[src/design/awm_pkg.sv]
// ----------------------------------------------------------------------------
// Animation weight mixer package
// Shared types, codes and constants of the animation weight mixer.
// ----------------------------------------------------------------------------
package awm_pkg;

   // Default slot counts.
   localparam int NUM_CYCLES_DEF  = 8;
   localparam int NUM_ACTIONS_DEF = 8;

   // Width of the slot walk counter; covers up to 32 slots.
   localparam int IDX_W = 5;

   // Steps of the shared divider, one quotient bit per step.
   localparam int DIV_STEPS = 64;

   // One in Q1.15.
   localparam logic [15:0] ONE_Q15 = 16'd32768;

   // Input operation codes.
   localparam logic [2:0] OP_TICK         = 3'd0;
   localparam logic [2:0] OP_START_CYCLE  = 3'd1;
   localparam logic [2:0] OP_REWEIGHT     = 3'd2;
   localparam logic [2:0] OP_CLEAR_CYCLE  = 3'd3;
   localparam logic [2:0] OP_CLEAR_ALL    = 3'd4;
   localparam logic [2:0] OP_START_ACTION = 3'd5;

   // Result kinds.
   localparam logic [1:0] KIND_CYCLE   = 2'd0;
   localparam logic [1:0] KIND_ACTION  = 2'd1;
   localparam logic [1:0] KIND_SUMMARY = 2'd2;

   typedef struct packed {
      logic [2:0]  op;
      logic [2:0]  slot;
      logic [15:0] target_weight;
      logic [31:0] delay;
      logic [31:0] delay_out;
      logic [31:0] clip_duration;
      logic [31:0] time_step;
   } req_type;

   typedef struct packed {
      logic [1:0]  kind;
      logic [2:0]  entry_slot;
      logic [15:0] entry_weight;
      logic [31:0] local_time;
      logic [31:0] sync_time;
      logic [31:0] sync_duration;
      logic        last;
   } rsp_type;

   // Action envelope phases.
   typedef enum logic [1:0] {
      PH_IN,
      PH_HOLD,
      PH_OUT
   } act_phase_type;

   // Controller states.
   typedef enum logic [4:0] {
      ST_IDLE,
      ST_SETUP,
      ST_TIME,
      ST_TIME_WAIT,
      ST_ACT_ADD,
      ST_ACT_EVAL,
      ST_ACT_WAIT,
      ST_ACT_NEXT,
      ST_CYC_EVAL,
      ST_CYC_WAIT,
      ST_CYC_ACC,
      ST_CYC_NEXT,
      ST_DUR,
      ST_DUR_WAIT,
      ST_REP_CYC,
      ST_REP_CYC_WAIT,
      ST_REP_CYC_NEXT,
      ST_REP_ACT,
      ST_SUMMARY
   } state_type;

   // Datapath commands.
   typedef enum logic [4:0] {
      CMD_NOP,
      CMD_LOAD,
      CMD_SETUP,
      CMD_TIME_START,
      CMD_TIME_END,
      CMD_ACT_ADD,
      CMD_ACT_EVAL,
      CMD_ACT_END,
      CMD_ACC_CLEAR,
      CMD_CYC_EVAL,
      CMD_CYC_END,
      CMD_CYC_ACC,
      CMD_DUR_START,
      CMD_DUR_END,
      CMD_REP_CYC_START,
      CMD_REP_CYC_END,
      CMD_REP_ACT,
      CMD_SUMMARY
   } cmd_op_type;

   typedef struct packed {
      cmd_op_type       op;
      logic [IDX_W-1:0] idx;
   } cmd_type;

   typedef struct packed {
      logic cyc_live;
      logic act_live;
      logic div_busy;
   } status_type;

endpackage

[src/design/awm_ctrl.sv]
// ----------------------------------------------------------------------------
// Mixer controller
// Sequences set-up items and the slot walks of a tick over the datapath.
// ----------------------------------------------------------------------------
module awm_ctrl #(
   parameter int NUM_CYCLES  = awm_pkg::NUM_CYCLES_DEF,
   parameter int NUM_ACTIONS = awm_pkg::NUM_ACTIONS_DEF
) (
   input  logic                clock,
   input  logic                reset,
   input  logic                start,
   input  logic [2:0]          req_op,
   input  awm_pkg::status_type status,
   output awm_pkg::cmd_type    cmd,
   output logic                busy
);
   import awm_pkg::*;

   localparam logic [IDX_W-1:0] LAST_CYC = IDX_W'(NUM_CYCLES - 1);
   localparam logic [IDX_W-1:0] LAST_ACT = IDX_W'(NUM_ACTIONS - 1);

   state_type        state_ff, next_state_in;
   logic [IDX_W-1:0] idx_ff, idx_in;

   always_ff @(posedge clock) begin
      if (reset) begin
         state_ff <= ST_IDLE;
         idx_ff   <= '0;
      end else begin
         state_ff <= next_state_in;
         idx_ff   <= idx_in;
      end
   end

   // Next state and slot counter.
   always_comb begin
      next_state_in = state_ff;
      idx_in        = idx_ff;
      case (state_ff)
         ST_IDLE: begin
            if (start) begin
               next_state_in = (req_op == OP_TICK) ? ST_TIME : ST_SETUP;
            end
         end
         ST_SETUP: next_state_in = ST_IDLE;
         ST_TIME:  next_state_in = ST_TIME_WAIT;
         ST_TIME_WAIT: begin
            if (!status.div_busy) begin
               idx_in        = '0;
               next_state_in = ST_ACT_ADD;
            end
         end
         ST_ACT_ADD:  next_state_in = status.act_live ? ST_ACT_EVAL : ST_ACT_NEXT;
         ST_ACT_EVAL: next_state_in = ST_ACT_WAIT;
         ST_ACT_WAIT: begin
            if (!status.div_busy) begin
               next_state_in = ST_ACT_NEXT;
            end
         end
         ST_ACT_NEXT: begin
            if (idx_ff == LAST_ACT) begin
               idx_in        = '0;
               next_state_in = ST_CYC_EVAL;
            end else begin
               idx_in        = idx_ff + 1'b1;
               next_state_in = ST_ACT_ADD;
            end
         end
         ST_CYC_EVAL: next_state_in = status.cyc_live ? ST_CYC_WAIT : ST_CYC_NEXT;
         ST_CYC_WAIT: begin
            if (!status.div_busy) begin
               next_state_in = ST_CYC_ACC;
            end
         end
         ST_CYC_ACC: next_state_in = ST_CYC_NEXT;
         ST_CYC_NEXT: begin
            if (idx_ff == LAST_CYC) begin
               idx_in        = '0;
               next_state_in = ST_DUR;
            end else begin
               idx_in        = idx_ff + 1'b1;
               next_state_in = ST_CYC_EVAL;
            end
         end
         ST_DUR: next_state_in = ST_DUR_WAIT;
         ST_DUR_WAIT: begin
            if (!status.div_busy) begin
               next_state_in = ST_REP_CYC;
            end
         end
         ST_REP_CYC: next_state_in = status.cyc_live ? ST_REP_CYC_WAIT : ST_REP_CYC_NEXT;
         ST_REP_CYC_WAIT: begin
            if (!status.div_busy) begin
               next_state_in = ST_REP_CYC_NEXT;
            end
         end
         ST_REP_CYC_NEXT: begin
            if (idx_ff == LAST_CYC) begin
               idx_in        = '0;
               next_state_in = ST_REP_ACT;
            end else begin
               idx_in        = idx_ff + 1'b1;
               next_state_in = ST_REP_CYC;
            end
         end
         ST_REP_ACT: begin
            if (idx_ff == LAST_ACT) begin
               idx_in        = '0;
               next_state_in = ST_SUMMARY;
            end else begin
               idx_in = idx_ff + 1'b1;
            end
         end
         ST_SUMMARY: next_state_in = ST_IDLE;
         default:    next_state_in = ST_IDLE;
      endcase
   end

   // Commands to the datapath.
   always_comb begin
      cmd.op  = CMD_NOP;
      cmd.idx = idx_ff;
      case (state_ff)
         ST_IDLE:      cmd.op = start ? CMD_LOAD : CMD_NOP;
         ST_SETUP:     cmd.op = CMD_SETUP;
         ST_TIME:      cmd.op = CMD_TIME_START;
         ST_TIME_WAIT: cmd.op = status.div_busy ? CMD_NOP : CMD_TIME_END;
         ST_ACT_ADD:   cmd.op = status.act_live ? CMD_ACT_ADD : CMD_NOP;
         ST_ACT_EVAL:  cmd.op = CMD_ACT_EVAL;
         ST_ACT_WAIT:  cmd.op = status.div_busy ? CMD_NOP : CMD_ACT_END;
         ST_ACT_NEXT:  cmd.op = (idx_ff == LAST_ACT) ? CMD_ACC_CLEAR : CMD_NOP;
         ST_CYC_EVAL:  cmd.op = status.cyc_live ? CMD_CYC_EVAL : CMD_NOP;
         ST_CYC_WAIT:  cmd.op = status.div_busy ? CMD_NOP : CMD_CYC_END;
         ST_CYC_ACC:   cmd.op = CMD_CYC_ACC;
         ST_DUR:       cmd.op = CMD_DUR_START;
         ST_DUR_WAIT:  cmd.op = status.div_busy ? CMD_NOP : CMD_DUR_END;
         ST_REP_CYC:   cmd.op = status.cyc_live ? CMD_REP_CYC_START : CMD_NOP;
         ST_REP_CYC_WAIT: cmd.op = status.div_busy ? CMD_NOP : CMD_REP_CYC_END;
         ST_REP_ACT:   cmd.op = status.act_live ? CMD_REP_ACT : CMD_NOP;
         ST_SUMMARY:   cmd.op = CMD_SUMMARY;
         default:      cmd.op = CMD_NOP;
      endcase
   end

   assign busy = (state_ff != ST_IDLE);

endmodule

[config.mk]
export PLATFORM = sky130hd
export DESIGN_NAME = awm_ctrl
export DESIGN_NICKNAME = d
export VERILOG_FILES = /design/src/design/awm_pkg.sv /design/src/design/awm_ctrl.sv
export SDC_FILE = /design/constraint.sdc
export NUM_CORES = 1
export LEC_CHECK = 0
export ABC_CLOCK_PERIOD_IN_PS = 2200
export BUFFER_PORTS_ARGS = -buffer_cell sky130_fd_sc_hd__buf_4
export CORE_MARGIN = 2
export CORE_UTILIZATION = 45
export CTS_BUF_LIST = sky130_fd_sc_hd__clkbuf_16
export CTS_CLUSTER_SIZE = 30
export DETAILED_ROUTE_END_ITERATION = 8
export GPL_ROUTABILITY_DRIVEN = 0
export PLACE_DENSITY = 0.67
export SETUP_SLACK_MARGIN = 0.1
export SLEW_MARGIN = 5
export SYNTH_ARGS = -nofsm -noshare
export SYNTH_HDL_FRONTEND = slang
export SYNTH_SLANG_ARGS = --single-unit
[constraint.sdc]
create_clock -name clock -period 2.2 [get_ports clock]
set_input_delay 0.11 -clock clock [delete_from_list [all_inputs] [get_ports clock]]
set_output_delay 0.11 -clock clock [all_outputs]
set_load 0.03 [all_outputs]
# Word-level counts from Yosys, hierarchy flattened
# Index checks and enable logic that the tools add are counted.
# op_classes
add_sub_neg	1
n_eq_ne	26
n_mux	30
reduce_logical	7
# ops
op	count
one-hot mux 5 bit (17 select lines)	2
2-to-1 mux 5 bit	12
== test 5 x 4 -> 1 bit (second input constant)	8
2-to-1 mux 4 bit	7
== test 5 x 3 -> 1 bit (second input constant)	5
== test 5 bit (second input constant)	3
inequality test 2 bit (second input constant)	7
2-to-1 mux 3 bit	4
== test 5 x 2 -> 1 bit (second input constant)	2
one-hot mux 5 bit (2 select lines)	1
AND reduction 7 bit	1
2-to-1 mux 2 bit	3
adder 5 x 1 -> 5 bit (second input constant)	1
== test 5 x 1 -> 1 bit (second input constant)	1
zero test 5 bit	1
nonzero test 5 bit	1
OR reduction 4 bit	1
zero test 3 bit	1
AND reduction 2 bit	1
nonzero test 2 bit	1
2-to-1 mux 1 bit	1
# word_totals
register_bits	10
out_inout_bits	11

# Depth between registers and ports, before layout
# Gate-level depths: netlist of run 1.
# depth
depth_word	4
ltp_mapped	7
mapped_depth_nobuf	6

# Least setup slack after synthesis of run 1
# Ideal clock, no wire load.
# synth_timing
path_kind	reg-to-reg
startpoint	register idx_ff[0]
endpoint	register state_ff[1]
setup_ns	0.117
arrival_ns	1.824
required_ns	2.083
setup_slack_ns	0.259
stages_incl_launch_ff	8
cell_sequence	dfxtp_1 ha_1 nor4bb_1 buf_2 nand2b_1 a21oi_1 a211o_1 a22o_1
# synth_via
elab_chain_cells	3
# synth_rtl
element	line_no	text
start, declared	awm_ctrl.sv:23	logic [IDX_W-1:0] idx_ff, idx_in;
start signal, assigned	awm_ctrl.sv:31	idx_ff <= idx_in;
== test 5 x 3 -> 1 bit (*)	awm_ctrl.sv:98, awm_ctrl.sv:107	
2-to-1 mux 5 bit or inequality test 2 bit (tied branches)	--	
one-hot mux 5 bit (17 select lines) or AND reduction 7 bit (tied branches)	--	
end signal, assigned	awm_ctrl.sv:30	state_ff <= next_state_in;
end, declared	awm_ctrl.sv:22	state_type state_ff, next_state_in;
# Mark *: on every way between the ends. The rest lies on a longest branch, timed or not.
# A chain may end at the register's enable or synchronous reset.

==> flow_summary.json, run 1 <==
{
  "num_vias": 1155,
  "layout-drive-gt1-share_pct": 25.6,
  "hold_violations": 0,
  "drt_pre_antenna_iters": 4,
  "synth_top_area_share_pct": 19.5,
  "critPathRequiredTime_ns": 2.09,
  "startpoint_type": "flip-flop",
  "synth_fp_nets": 152,
  "path_cells": "buf_4 -> nand3b_1 -> or4_1 -> nand3_1 -> buf_4",
  "gr-total-overflow": 0,
  "setup_tns_ns": 0,
  "crit_top_cell": "buf_4",
  "cp_top_family": "simple AND/OR/NAND/NOR gates",
  "path_class": "reg -> out",
  "synth-edff-count": 0,
  "setup_viol": 0,
  "cts_tree": "done",
  "drt-initial-drc-count": 57,
  "crit_arrival_ns": 1.77,
  "clk_pin_slew_ns": 0.04,
  "critPathMaxFanout": 11,
  "period_minus_slack_ns": 1.88,
  "ctsHoldBuffers": 0,
  "dpl_cell_area_um2": 1210,
  "synthTopCellsByCount": "a21oi_1 (15), nor2_1 (13), nand2_1 (11), o21ai_0 (11), dfxtp_1 (10)",
  "clock_latency_ns": 0.23,
  "cp_slowest_stage_delay_ns": 0.50,
  "timing.fmax_mhz": 533,
  "clock_power_share_pct": 31.5,
  "synth_warnings": 0,
  "syn_inst": 142,
  "grt_usage_pct": 21.8,
  "drcViolationCount": 0,
  "hold_path.class": "in -> reg",
  "antennaDiodeCount": 0,
  "clock_skew_ns": 0.00138,
  "outcome": "finished, final reports clean",
  "combPwrFrac_pct": 44.9,
  "avgRoutedWirePerCell_um": 14.0,
  "synth.distinct_cells": 48,
  "p_leak_uw": 0.000557,
  "synth_area_um2": 1020,
  "syn_area_per_cell_um2": 7.22,
  "port_buffers": 19,
  "cts_setup_buffers": 0,
  "wl_um": 2690,
  "num-nets-final": 175,
  "cts_sinks": 10,
  "hpwl_um": 2140,
  "tightest_slew_ns": 0.399,
  "start_util_pct": 46.8,
  "netlist_top_cells_area": "dfxtp_1 (20%), a21oi_1 (7.3%), o21ai_0 (5.4%)",
  "async_flop_share_pct": 0,
  "postLayoutCellArea_um2": 1290,
  "synth_largest_area_cell": "dfxtp_1",
  "fin_crit_sh_pct": 85.3,
  "ys_ff_latch": 10,
  "grt_first_pass_wirelength_um": 4400,
  "cts_root_buf": "clkbuf_16",
  "die_h_um": 51.7,
  "yosysSeqAreaShare_pct": 19.5,
  "cp_slowest_cell": "or4_1",
  "drv_cap": 0,
  "max-vdd-ir-drop_mv": 0.591,
  "yosysMostFrequentCell": "a21oi_1",
  "powerDensity_nw_per_um2": 792,
  "cp_num_buf_inv": 2,
  "maxSlewHeadroom_pct": 73.4,
  "h-tree-depth": 1,
  "cts_resized": 0,
  "clockBufferDepth": 2,
  "maxSlewViolCount": 0,
  "synth_flop_cell": "dfxtp_1",
  "drtAntennaViolNets": 0,
  "fill_cells": 202,
  "core_area_um2": 2190,
  "numCtsBuffers": 3,
  "sw_frac_of_total_pct": 37.9,
  "dieArea_um2": 2670,
  "dieWidth_um": 51.7,
  "ios": 20,
  "antenna_found_initial": 0,
  "grt_max_degree": 14,
  "switchingPower_uw": 387,
  "seqPwrFrac_pct": 23.7,
  "rsz0062_at_grt": "no",
  "areaGrowthSynthToFinish_pct": 26.0,
  "p_int_uw": 635,
  "rows": 17,
  "endpoint_kind": "output port",
  "grt_pass1_vias": 1009,
  "post_drt_via_cell_ratio": 6.02
}
[area by class of cell]
| class | instances | area, um^2 | area share, % |
|---|---|---|---|
| sequential | 10 | 203 | 15.7 |
| clock inverter | 1 | 3.75 | 0.291 |
| clock buffer | 3 | 75.1 | 5.81 |
| multi-input combinational | 116 | 738 | 57.2 |
| tap | 28 | 35.0 | 2.71 |
| timing repair buffer | 29 | 218 | 16.9 |
| inverter | 5 | 18.8 | 1.45 |
[worst reg2reg max path: stages, from the launching register on]
cell and delay [ns]:
dfxtp_1 0.30, buf_4 0.16, inv_1 0.19, mux2_4 0.33, a311oi_2 0.33, a21oi_1 0.19, a22o_1 0.26
[placed cells by master, fill, tap and decap left out, types with 3 or more instances in the layout]
cell and count:
nand2_1 11, a21oi_1 15, a22o_1 4, nand3_1 5, nor2b_1 7, dfxtp_1 8, inv_1 5, clkbuf_16 3
o21ai_0 11, nand2b_1 4, nor2_1 13, buf_4 29, nor3_1 5
[registers in the layout (all words and copies together) (netlist names)]
signal / flops
idx_ff: 5
state_ff: 5
[cell families after synthesis]
| group | Yosys count | share of synthesized area (%) |
|---|---|---|
| AND/OR/NAND/NOR | 62 | 34.2 |
| AO/OA/AOI/OAI | 49 | 32.5 |
| buffers and inverters | 16 | 8.42 |
| flip-flops | 10 | 19.5 |
| XOR/XNOR | 2 | 1.71 |
| multiplexers | 2 | 2.44 |
| adder cells (fa/ha/maj) | 1 | 1.22 |
[through the flow]
stage               hold slack, ns  utilization, %  cells  worst slack [ns]  total power, uW
floorplan                    0.179               -    142             0.259              554
detailed placement           0.315            55.2    188             0.351              699
global placement             0.315            55.2    188             0.366              690
global route                0.0790            58.9    192             0.161             1080
CTS                         0.0687            58.8    192             0.166             1020
finish                      0.0705            58.9    192             0.323             1020
[power by group through the flow]
stage | clock [uW] | combinational (uW) | sequential (uW)
after global placement | 0 | 451 | 240
final | 322 | 459 | 242
after floorplan | 0 | 339 | 215
after detailed placement | 0 | 458 | 241
after CTS | 327 | 459 | 237
after global routing | 336 | 497 | 247
[path summary, 6_finish.rpt]
check              start          end  slack [ns]  cells past startpoint
max          state_ff[0]       cmd[7]        0.32                      5
min                reset    idx_ff[3]        0.07                      2
max reg2reg  state_ff[3]  state_ff[3]        0.33                      6
min reg2reg    idx_ff[1]    idx_ff[1]        0.49                      2
[per-layer routing]
layer | wire, um | track usage, % | share of wire, % | up-vias
met3 | 221 | 6.32 | 8.2 | 4
li1 | - | - | - | 573
met2 | 1270 | 35.7 | 47 | 50
met4 | 28 | 5.26 | 1.0 | 0
met1 | 1170 | 28.0 | 44 | 528
met5 | 0 | 0 | 0 | -
(Power assumes the default switching activity.)
==> run 2, diff against run 1 <==
--- a/config.mk
+++ b/config.mk
@@ -5,9 +5,8 @@
 export SDC_FILE = /design/constraint.sdc
 export NUM_CORES = 1
 export LEC_CHECK = 0
-export ABC_CLOCK_PERIOD_IN_PS = 2200
+export ABC_CLOCK_PERIOD_IN_PS = 1900
 export BUFFER_PORTS_ARGS = -buffer_cell sky130_fd_sc_hd__buf_4
-export CORE_MARGIN = 2
 export CORE_UTILIZATION = 45
 export CTS_BUF_LIST = sky130_fd_sc_hd__clkbuf_16
 export CTS_CLUSTER_SIZE = 30
==> constraint.sdc (replaced) <==
create_clock -name clock -period 1.9 [get_ports clock]
set_input_delay 0.095 -clock clock [delete_from_list [all_inputs] [get_ports clock]]
set_output_delay 0.095 -clock clock [all_outputs]
set_load 0.03 [all_outputs]
==> run 2 against run 1 <==
  * Combinational power rose by 42%
  * Utilization is 14 points higher
  * Register-to-register slack worse by 0.22 ns
  * Cell area is 15% higher
  * Clock power is 15% higher
  * Power rose by 26%
  * Global-route usage rose by 5.5 points
  * Die area fell by 7.6%
  * Clock skew is essentially flat
  * Sequential power up 10%
  * Largest cell class unchanged
==> flow_summary.json, run 2 (same netlist as run 1, synthesis figures left out) <==
{
  "drv_cap": 0,
  "port_buffers": 19,
  "fin_crit_sh_pct": 94.0,
  "critPathRequiredTime_ns": 2.02,
  "stdcell_count": 205,
  "numCtsBuffers": 3,
  "path_class": "reg -> reg",
  "dp.cells": 191,
  "hold_violations": 0,
  "layout_commonest_cell": "buf_4",
  "die_h_um": 49.7,
  "grt_first_pass_wirelength_um": 5180,
  "num-nets-final": 189,
  "clock_latency_ns": 0.23,
  "timing.fmax_mhz": 560,
  "clk_pin_slew_ns": 0.04,
  "grt_max_degree": 16,
  "start_util_pct": 50.2,
  "highest_layer": "met4",
  "reg2reg_to": "state_ff[1]",
  "hpwl_um": 2230,
  "period_minus_slack_ns": 1.79,
  "powerDensity_nw_per_um2": 871,
  "avgRoutedWirePerCell_um": 16.6,
  "tightest_slew_ns": 0.382,
  "clock_skew_ns": 0.00174,
  "maxSlewHeadroom_pct": 74.2,
  "cts_root_buf": "clkbuf_16",
  "p_leak_uw": 0.000649,
  "core_area_um2": 2040,
  "critPathCapture": "state_ff[1]",
  "cts_tree": "done",
  "met3_length_um": 299,
  "drcViolationCount": 0,
  "dieWidth_um": 49.7,
  "endpoint_kind": "flip-flop",
  "rsz0062_at_grt": "yes",
  "hold_path.class": "in -> reg",
  "num_vias": 1272,
  "met1_length_um": 1360,
  "grt_pass1_vias": 1109,
  "power.total_uw": 1290,
  "reg_top3": "idx_ff: 5 flops, state_ff: 5 flops",
  "startpoint_type": "flip-flop",
  "rows": 16,
  "antennaDiodeCount": 0,
  "clockBufferDepth": 2,
  "maxSlewViolCount": 0,
  "wl_um": 3410,
  "ios": 20,
  "layout-drive-gt1-share_pct": 38.2,
  "gr-total-overflow": 0,
  "dr_wl_met2_um": 1720,
  "rr_startpoint": "idx_ff[2]",
  "rrSetupSlack_ns": 0.11,
  "dieArea_um2": 2470,
  "antenna_found_initial": 0,
  "drtAntennaViolNets": 0,
  "drt-initial-drc-count": 54,
  "cts_sinks": 10,
  "post_drt_via_cell_ratio": 6.20,
  "critPathMaxFanout": 5,
  "h-tree-depth": 1,
  "ff_latch_area_um2": 216,
  "areaGrowthSynthToFinish_pct": 44.7,
  "setup_viol": 0,
  "fill_cells": 155,
  "ctsHoldBuffers": 0,
  "rr_worst_depth": 6,
  "setup_tns_ns": 0,
  "outcome": "finished, final reports clean",
  "grt_usage_pct": 27.2,
  "critPathLaunch": "idx_ff[2]",
  "max-vdd-ir-drop_mv": 0.584,
  "multi_input_area_um2": 793,
  "final_cell_mix": "buf_4 (39), a21oi_1 (14), nor2_1 (13)",
  "drt_pre_antenna_iters": 4,
  "crit_arrival_ns": 1.91
}
==> run 2: critical path: stages (launching register included) <==
cell and delay [ns]:
dfxtp_1 0.41, nor4bb_4 0.36, buf_4 0.21, nand2b_1 0.12, a21oi_1 0.06, a211o_1 0.28, a22o_1 0.23
==> run 2: where the power goes <==
group | internal [uW] | total [uW] | switching [uW] | leakage [uW]
Sequential | 229 | 267 | 38.3 | 0.0000851
Combinational | 291 | 653 | 362 | 0.000525
Clock | 276 | 371 | 95.3 | 0.0000385
==> run 2: area by class of cell <==
| type | count | share of cell area [%] |
|---|---|---|
| Tap cell | 27 | 2.28 |
| Timing Repair Buffer | 43 | 23.0 |
| Multi-Input combinational cell | 116 | 53.5 |
| Clock inverter | 1 | 0.253 |
| Sequential cell | 10 | 14.6 |
| Clock buffer | 3 | 5.06 |
| Inverter | 5 | 1.27 |
==> run 2: timing repair <==
| item | 4_1_cts | 5_1_grt |
|---|---|---|
| endpoints found under the setup margin | 8 | 8 |
| pin swaps | 1 | 2 |
| cloned | 1 | 0 |
| resized for setup | 8 | 16 |
| setup buffers | 0 | 9 |
==> run 2: through the flow <==
step / setup WS [ns] / instance area, um^2 / util [%] / hold WS, ns
finish: 0.114 / 1480 / 72.6 / 0.0670
CTS: 0.0763 / 1360 / 66.6 / 0.0537
global placement: 0.121 / 1240 / 60.8 / 0.301
detailed placement: 0.105 / 1240 / 60.8 / 0.300
floorplan: 0.0950 / 1030 / - / 0.157
global route: 0.0592 / 1480 / 72.6 / 0.0609
==> run 2: worst min path at each step <==
stage,slack [ns],endpoint,cells after the start,startpoint
finish,0.07,idx_ff[0],2,reset
global route,0.06,idx_ff[0],2,reset
CTS,0.05,idx_ff[1],2,reset
floorplan,0.16,idx_ff[0],1,reset
detailed placement,0.30,idx_ff[1],2,reset
global placement,0.30,idx_ff[1],2,reset
==> run 2: layer usage <==
layer | up-vias | track usage (%)
met5 | - | 0
met4 | 0 | 5.71
met3 | 2 | 6.48
met2 | 71 | 46.2
met1 | 595 | 34.7
li1 | 604 | -
==> run 3, diff against run 2 <==
--- a/config.mk
+++ b/config.mk
@@ -5,6 +5,7 @@
 export SDC_FILE = /design/constraint.sdc
 export NUM_CORES = 1
 export LEC_CHECK = 0
+export ABC_AREA = 1
 export ABC_CLOCK_PERIOD_IN_PS = 1900
 export BUFFER_PORTS_ARGS = -buffer_cell sky130_fd_sc_hd__buf_4
 export CORE_UTILIZATION = 45
@@ -13,6 +14,7 @@
 export DETAILED_ROUTE_END_ITERATION = 8
 export GPL_ROUTABILITY_DRIVEN = 0
 export PLACE_DENSITY = 0.67
+export REMOVE_ABC_BUFFERS = 1
 export SETUP_SLACK_MARGIN = 0.1
 export SLEW_MARGIN = 5
 export SYNTH_ARGS = -nofsm -noshare
==> run 3 against run 2 <==
  * Die area rose by 9.0%
  * Synthesized area increased by 9.4%
  * Via count increased by 2.4%
  * Critical endpoint is now cmd[8]
==> flow_summary.json, run 3 <==
{
  "antennaDiodeCount": 0,
  "synthTopCellsByCount": "nand2_1 (49), nand3_1 (28), nor2_1 (26)",
  "tightest_slew_ns": 0.278,
  "layout-drive-gt1-share_pct": 32.4,
  "reg2reg_to": "state_ff[2]",
  "rrSetupSlack_ns": 0.32,
  "cp_top_family": "simple AND/OR/NAND/NOR gates",
  "crit_top_cell": "nor2_1",
  "final_cell_mix": "nand2_1 (49), nand3_1 (28), nor2_1 (25)",
  "grt_first_pass_wirelength_um": 5110,
  "numCtsBuffers": 3,
  "layout_commonest_cell": "nand2_1",
  "path_cells": "ha_4 -> nand2_2 -> nor2_4 -> inv_2 -> nor2_1 -> nor2_1 -> nand3_1 -> buf_4",
  "hold_end": "state_ff[3]",
  "netlist_top_cells_area": "dfxtp_1 (18%), nand2_1 (16%), nand3_1 (13%)",
  "synth_warnings": 0,
  "yosysMostFrequentCell": "nand2_1",
  "die_h_um": 51.9,
  "hold_path.class": "in -> reg",
  "period_minus_slack_ns": 1.71,
  "holdPathStages": 2,
  "rr_startpoint": "idx_ff[1]",
  "port_buffers": 19,
  "drv_cap": 0,
  "sw_frac_of_total_pct": 30.3,
  "reg_top3": "idx_ff: 5 flops, state_ff: 5 flops",
  "wl_um": 2980,
  "h-tree-depth": 1,
  "rsz0062_at_grt": "yes",
  "synth_area_um2": 1120,
  "critPathMaxFanout": 5,
  "antenna_found_initial": 0,
  "p_leak_uw": 0.000703,
  "cts_root_buf": "clkbuf_16",
  "yosysSeqAreaShare_pct": 17.9,
  "clock_power_share_pct": 45.2,
  "cts_sinks": 10,
  "p_int_uw": 568,
  "maxSlewHeadroom_pct": 81.4,
  "outcome": "finished, final reports clean",
  "clockBufferDepth": 2,
  "synth_largest_area_cell": "dfxtp_1",
  "clk_pin_slew_ns": 0.04,
  "powerDensity_nw_per_um2": 580,
  "cp_num_buf_inv": 2,
  "num-nets-final": 224,
  "drt-initial-drc-count": 62,
  "critPathLaunch": "idx_ff[1]",
  "clock_latency_ns": 0.23,
  "synth-edff-count": 0,
  "synth.distinct_cells": 25,
  "post_drt_via_cell_ratio": 5.40,
  "ios": 20,
  "cp_slowest_stage_delay_ns": 0.41,
  "synth_top_area_share_pct": 17.9,
  "cp_slowest_cell": "dfxtp_1",
  "dieWidth_um": 51.9,
  "finalCoreUtilization_pct": 61.7,
  "areaGrowthSynthToFinish_pct": 25.3,
  "avgRoutedWirePerCell_um": 12.4,
  "synth_flop_cell": "dfxtp_1",
  "setup_tns_ns": 0,
  "hpwl_um": 2400,
  "start_util_pct": 49.3,
  "endpoint_kind": "output port",
  "path_class": "reg -> out",
  "setup_viol": 0,
  "switchingPower_uw": 247,
  "cts_tree": "done",
  "startpoint_type": "flip-flop",
  "seqPwrFrac_pct": 28.2,
  "clock_skew_ns": 0.00363,
  "grt_max_degree": 11,
  "fin_crit_sh_pct": 90.2,
  "combPwrFrac_pct": 26.6,
  "syn_inst": 190,
  "syn_area_per_cell_um2": 5.90,
  "ctsHoldBuffers": 0,
  "drtAntennaViolNets": 0,
  "dieArea_um2": 2690,
  "num_vias": 1302,
  "ys_ff_latch": 10,
  "crit_arrival_ns": 1.62,
  "hp-start": "reset",
  "core_area_um2": 2280,
  "drt_pre_antenna_iters": 4,
  "grt_usage_pct": 25.2,
  "rr_worst_depth": 10,
  "maxSlewViolCount": 0,
  "timing.fmax_mhz": 584,
  "drcViolationCount": 0,
  "grt_pass1_vias": 1132,
  "async_flop_share_pct": 0,
  "hold_violations": 0,
  "gr-total-overflow": 0,
  "max-vdd-ir-drop_mv": 0.685,
  "rows": 17,
  "critPathRequiredTime_ns": 1.80
}
[run 3: cell types whose count changed in the layout (fill, tap and decap cells not counted), moves of 6 or more]
cell     change
a21oi_1      -8
inv_2        +6
inv_1       +11
buf_4       -17
nand3_1     +24
nor2_4       +8
nor2_1      +12
nor2b_1      -6
nand2_1     +38
nand2_2      +9
[run 3: layout make-up]
cell class,instances,area [um^2]
Fill cell,202,871
Multi-Input combinational cell,154,831
Sequential cell,10,206
Timing Repair Buffer,22,165
Inverter,23,88.8
Clock buffer,3,75.1
Tap cell,28,35.0
Clock inverter,1,3.75
[run 3: stage by stage]
stage | worst slack, ns | cell area, um^2 | hold slack [ns] | power [uW] | cells
final | 0.187 | 1410 | 0.0991 | 815 | 241
after global routing | 0.0990 | 1410 | 0.108 | 850 | 241
after CTS | 0.105 | 1370 | 0.104 | 820 | 239
after detailed placement | 0.260 | 1280 | 0.351 | 442 | 235
after global placement | 0.269 | 1280 | 0.348 | 445 | 235
after floorplan | 0.239 | 1090 | 0.157 | 370 | 187
[run 3: logic make-up after synthesis]
group / after synthesis / synth area share [%]
and+or+nand+nor: 134 / 59.7
buffers and inverters: 26 / 10.3
AOI/OAI and AO/OA: 18 / 10.3
DFF: 10 / 17.9
xor gates and xnor gates: 1 / 0.781
adders and majority gates: 1 / 1.12
[run 3: worst max-delay path by stage]
stage	to	slack, ns	cells after the start
2_1_floorplan	cmd[8]	0.24	7
3_3_place_gp	cmd[6]	0.27	7
3_5_place_dp	cmd[6]	0.26	7
4_1_cts	cmd[6]	0.10	7
5_1_grt	cmd[6]	0.1	8
6_report	cmd[8]	0.19	8
[run 3: power groups by stage]
stage	Sequential, uW	Clock (uW)	Combinational (uW)
2_1_floorplan	228	0	142
3_5_place_dp	231	0	211
5_1_grt	230	386	233
3_3_place_gp	231	0	214
4_1_cts	228	377	214
6_report	229	369	217
[run 3: what timing repair did]
| action | CTS | global route |
|---|---|---|
| buffers inserted | 0 | 2 |
| resized for setup | 2 | 8 |
| cloned | 0 | 0 |
| endpoints found under the setup margin | 4 | 4 |
| endpoints found under the hold margin | 0 | 0 |
| pin swaps | 1 | 2 |
[run 3: worst register-to-register path, delay by kind of cell, from the launching register on]
family / cells / cell delay (ns)
DFF: 1 / 0.41
buffers and inverters: 1 / 0.14
and+or+nand+nor: 7 / 0.65
AOI/OAI and AO/OA: 1 / 0.12
adders and majority gates: 1 / 0.18
[run 3: layer usage]
metal,routed length [um],up-vias,track usage [%]
li1,-,661,-
met1,1440,582,37.6
met2,1300,57,37.6
met3,224,2,4.39
met4,9,0,4.05
met5,0,-,0
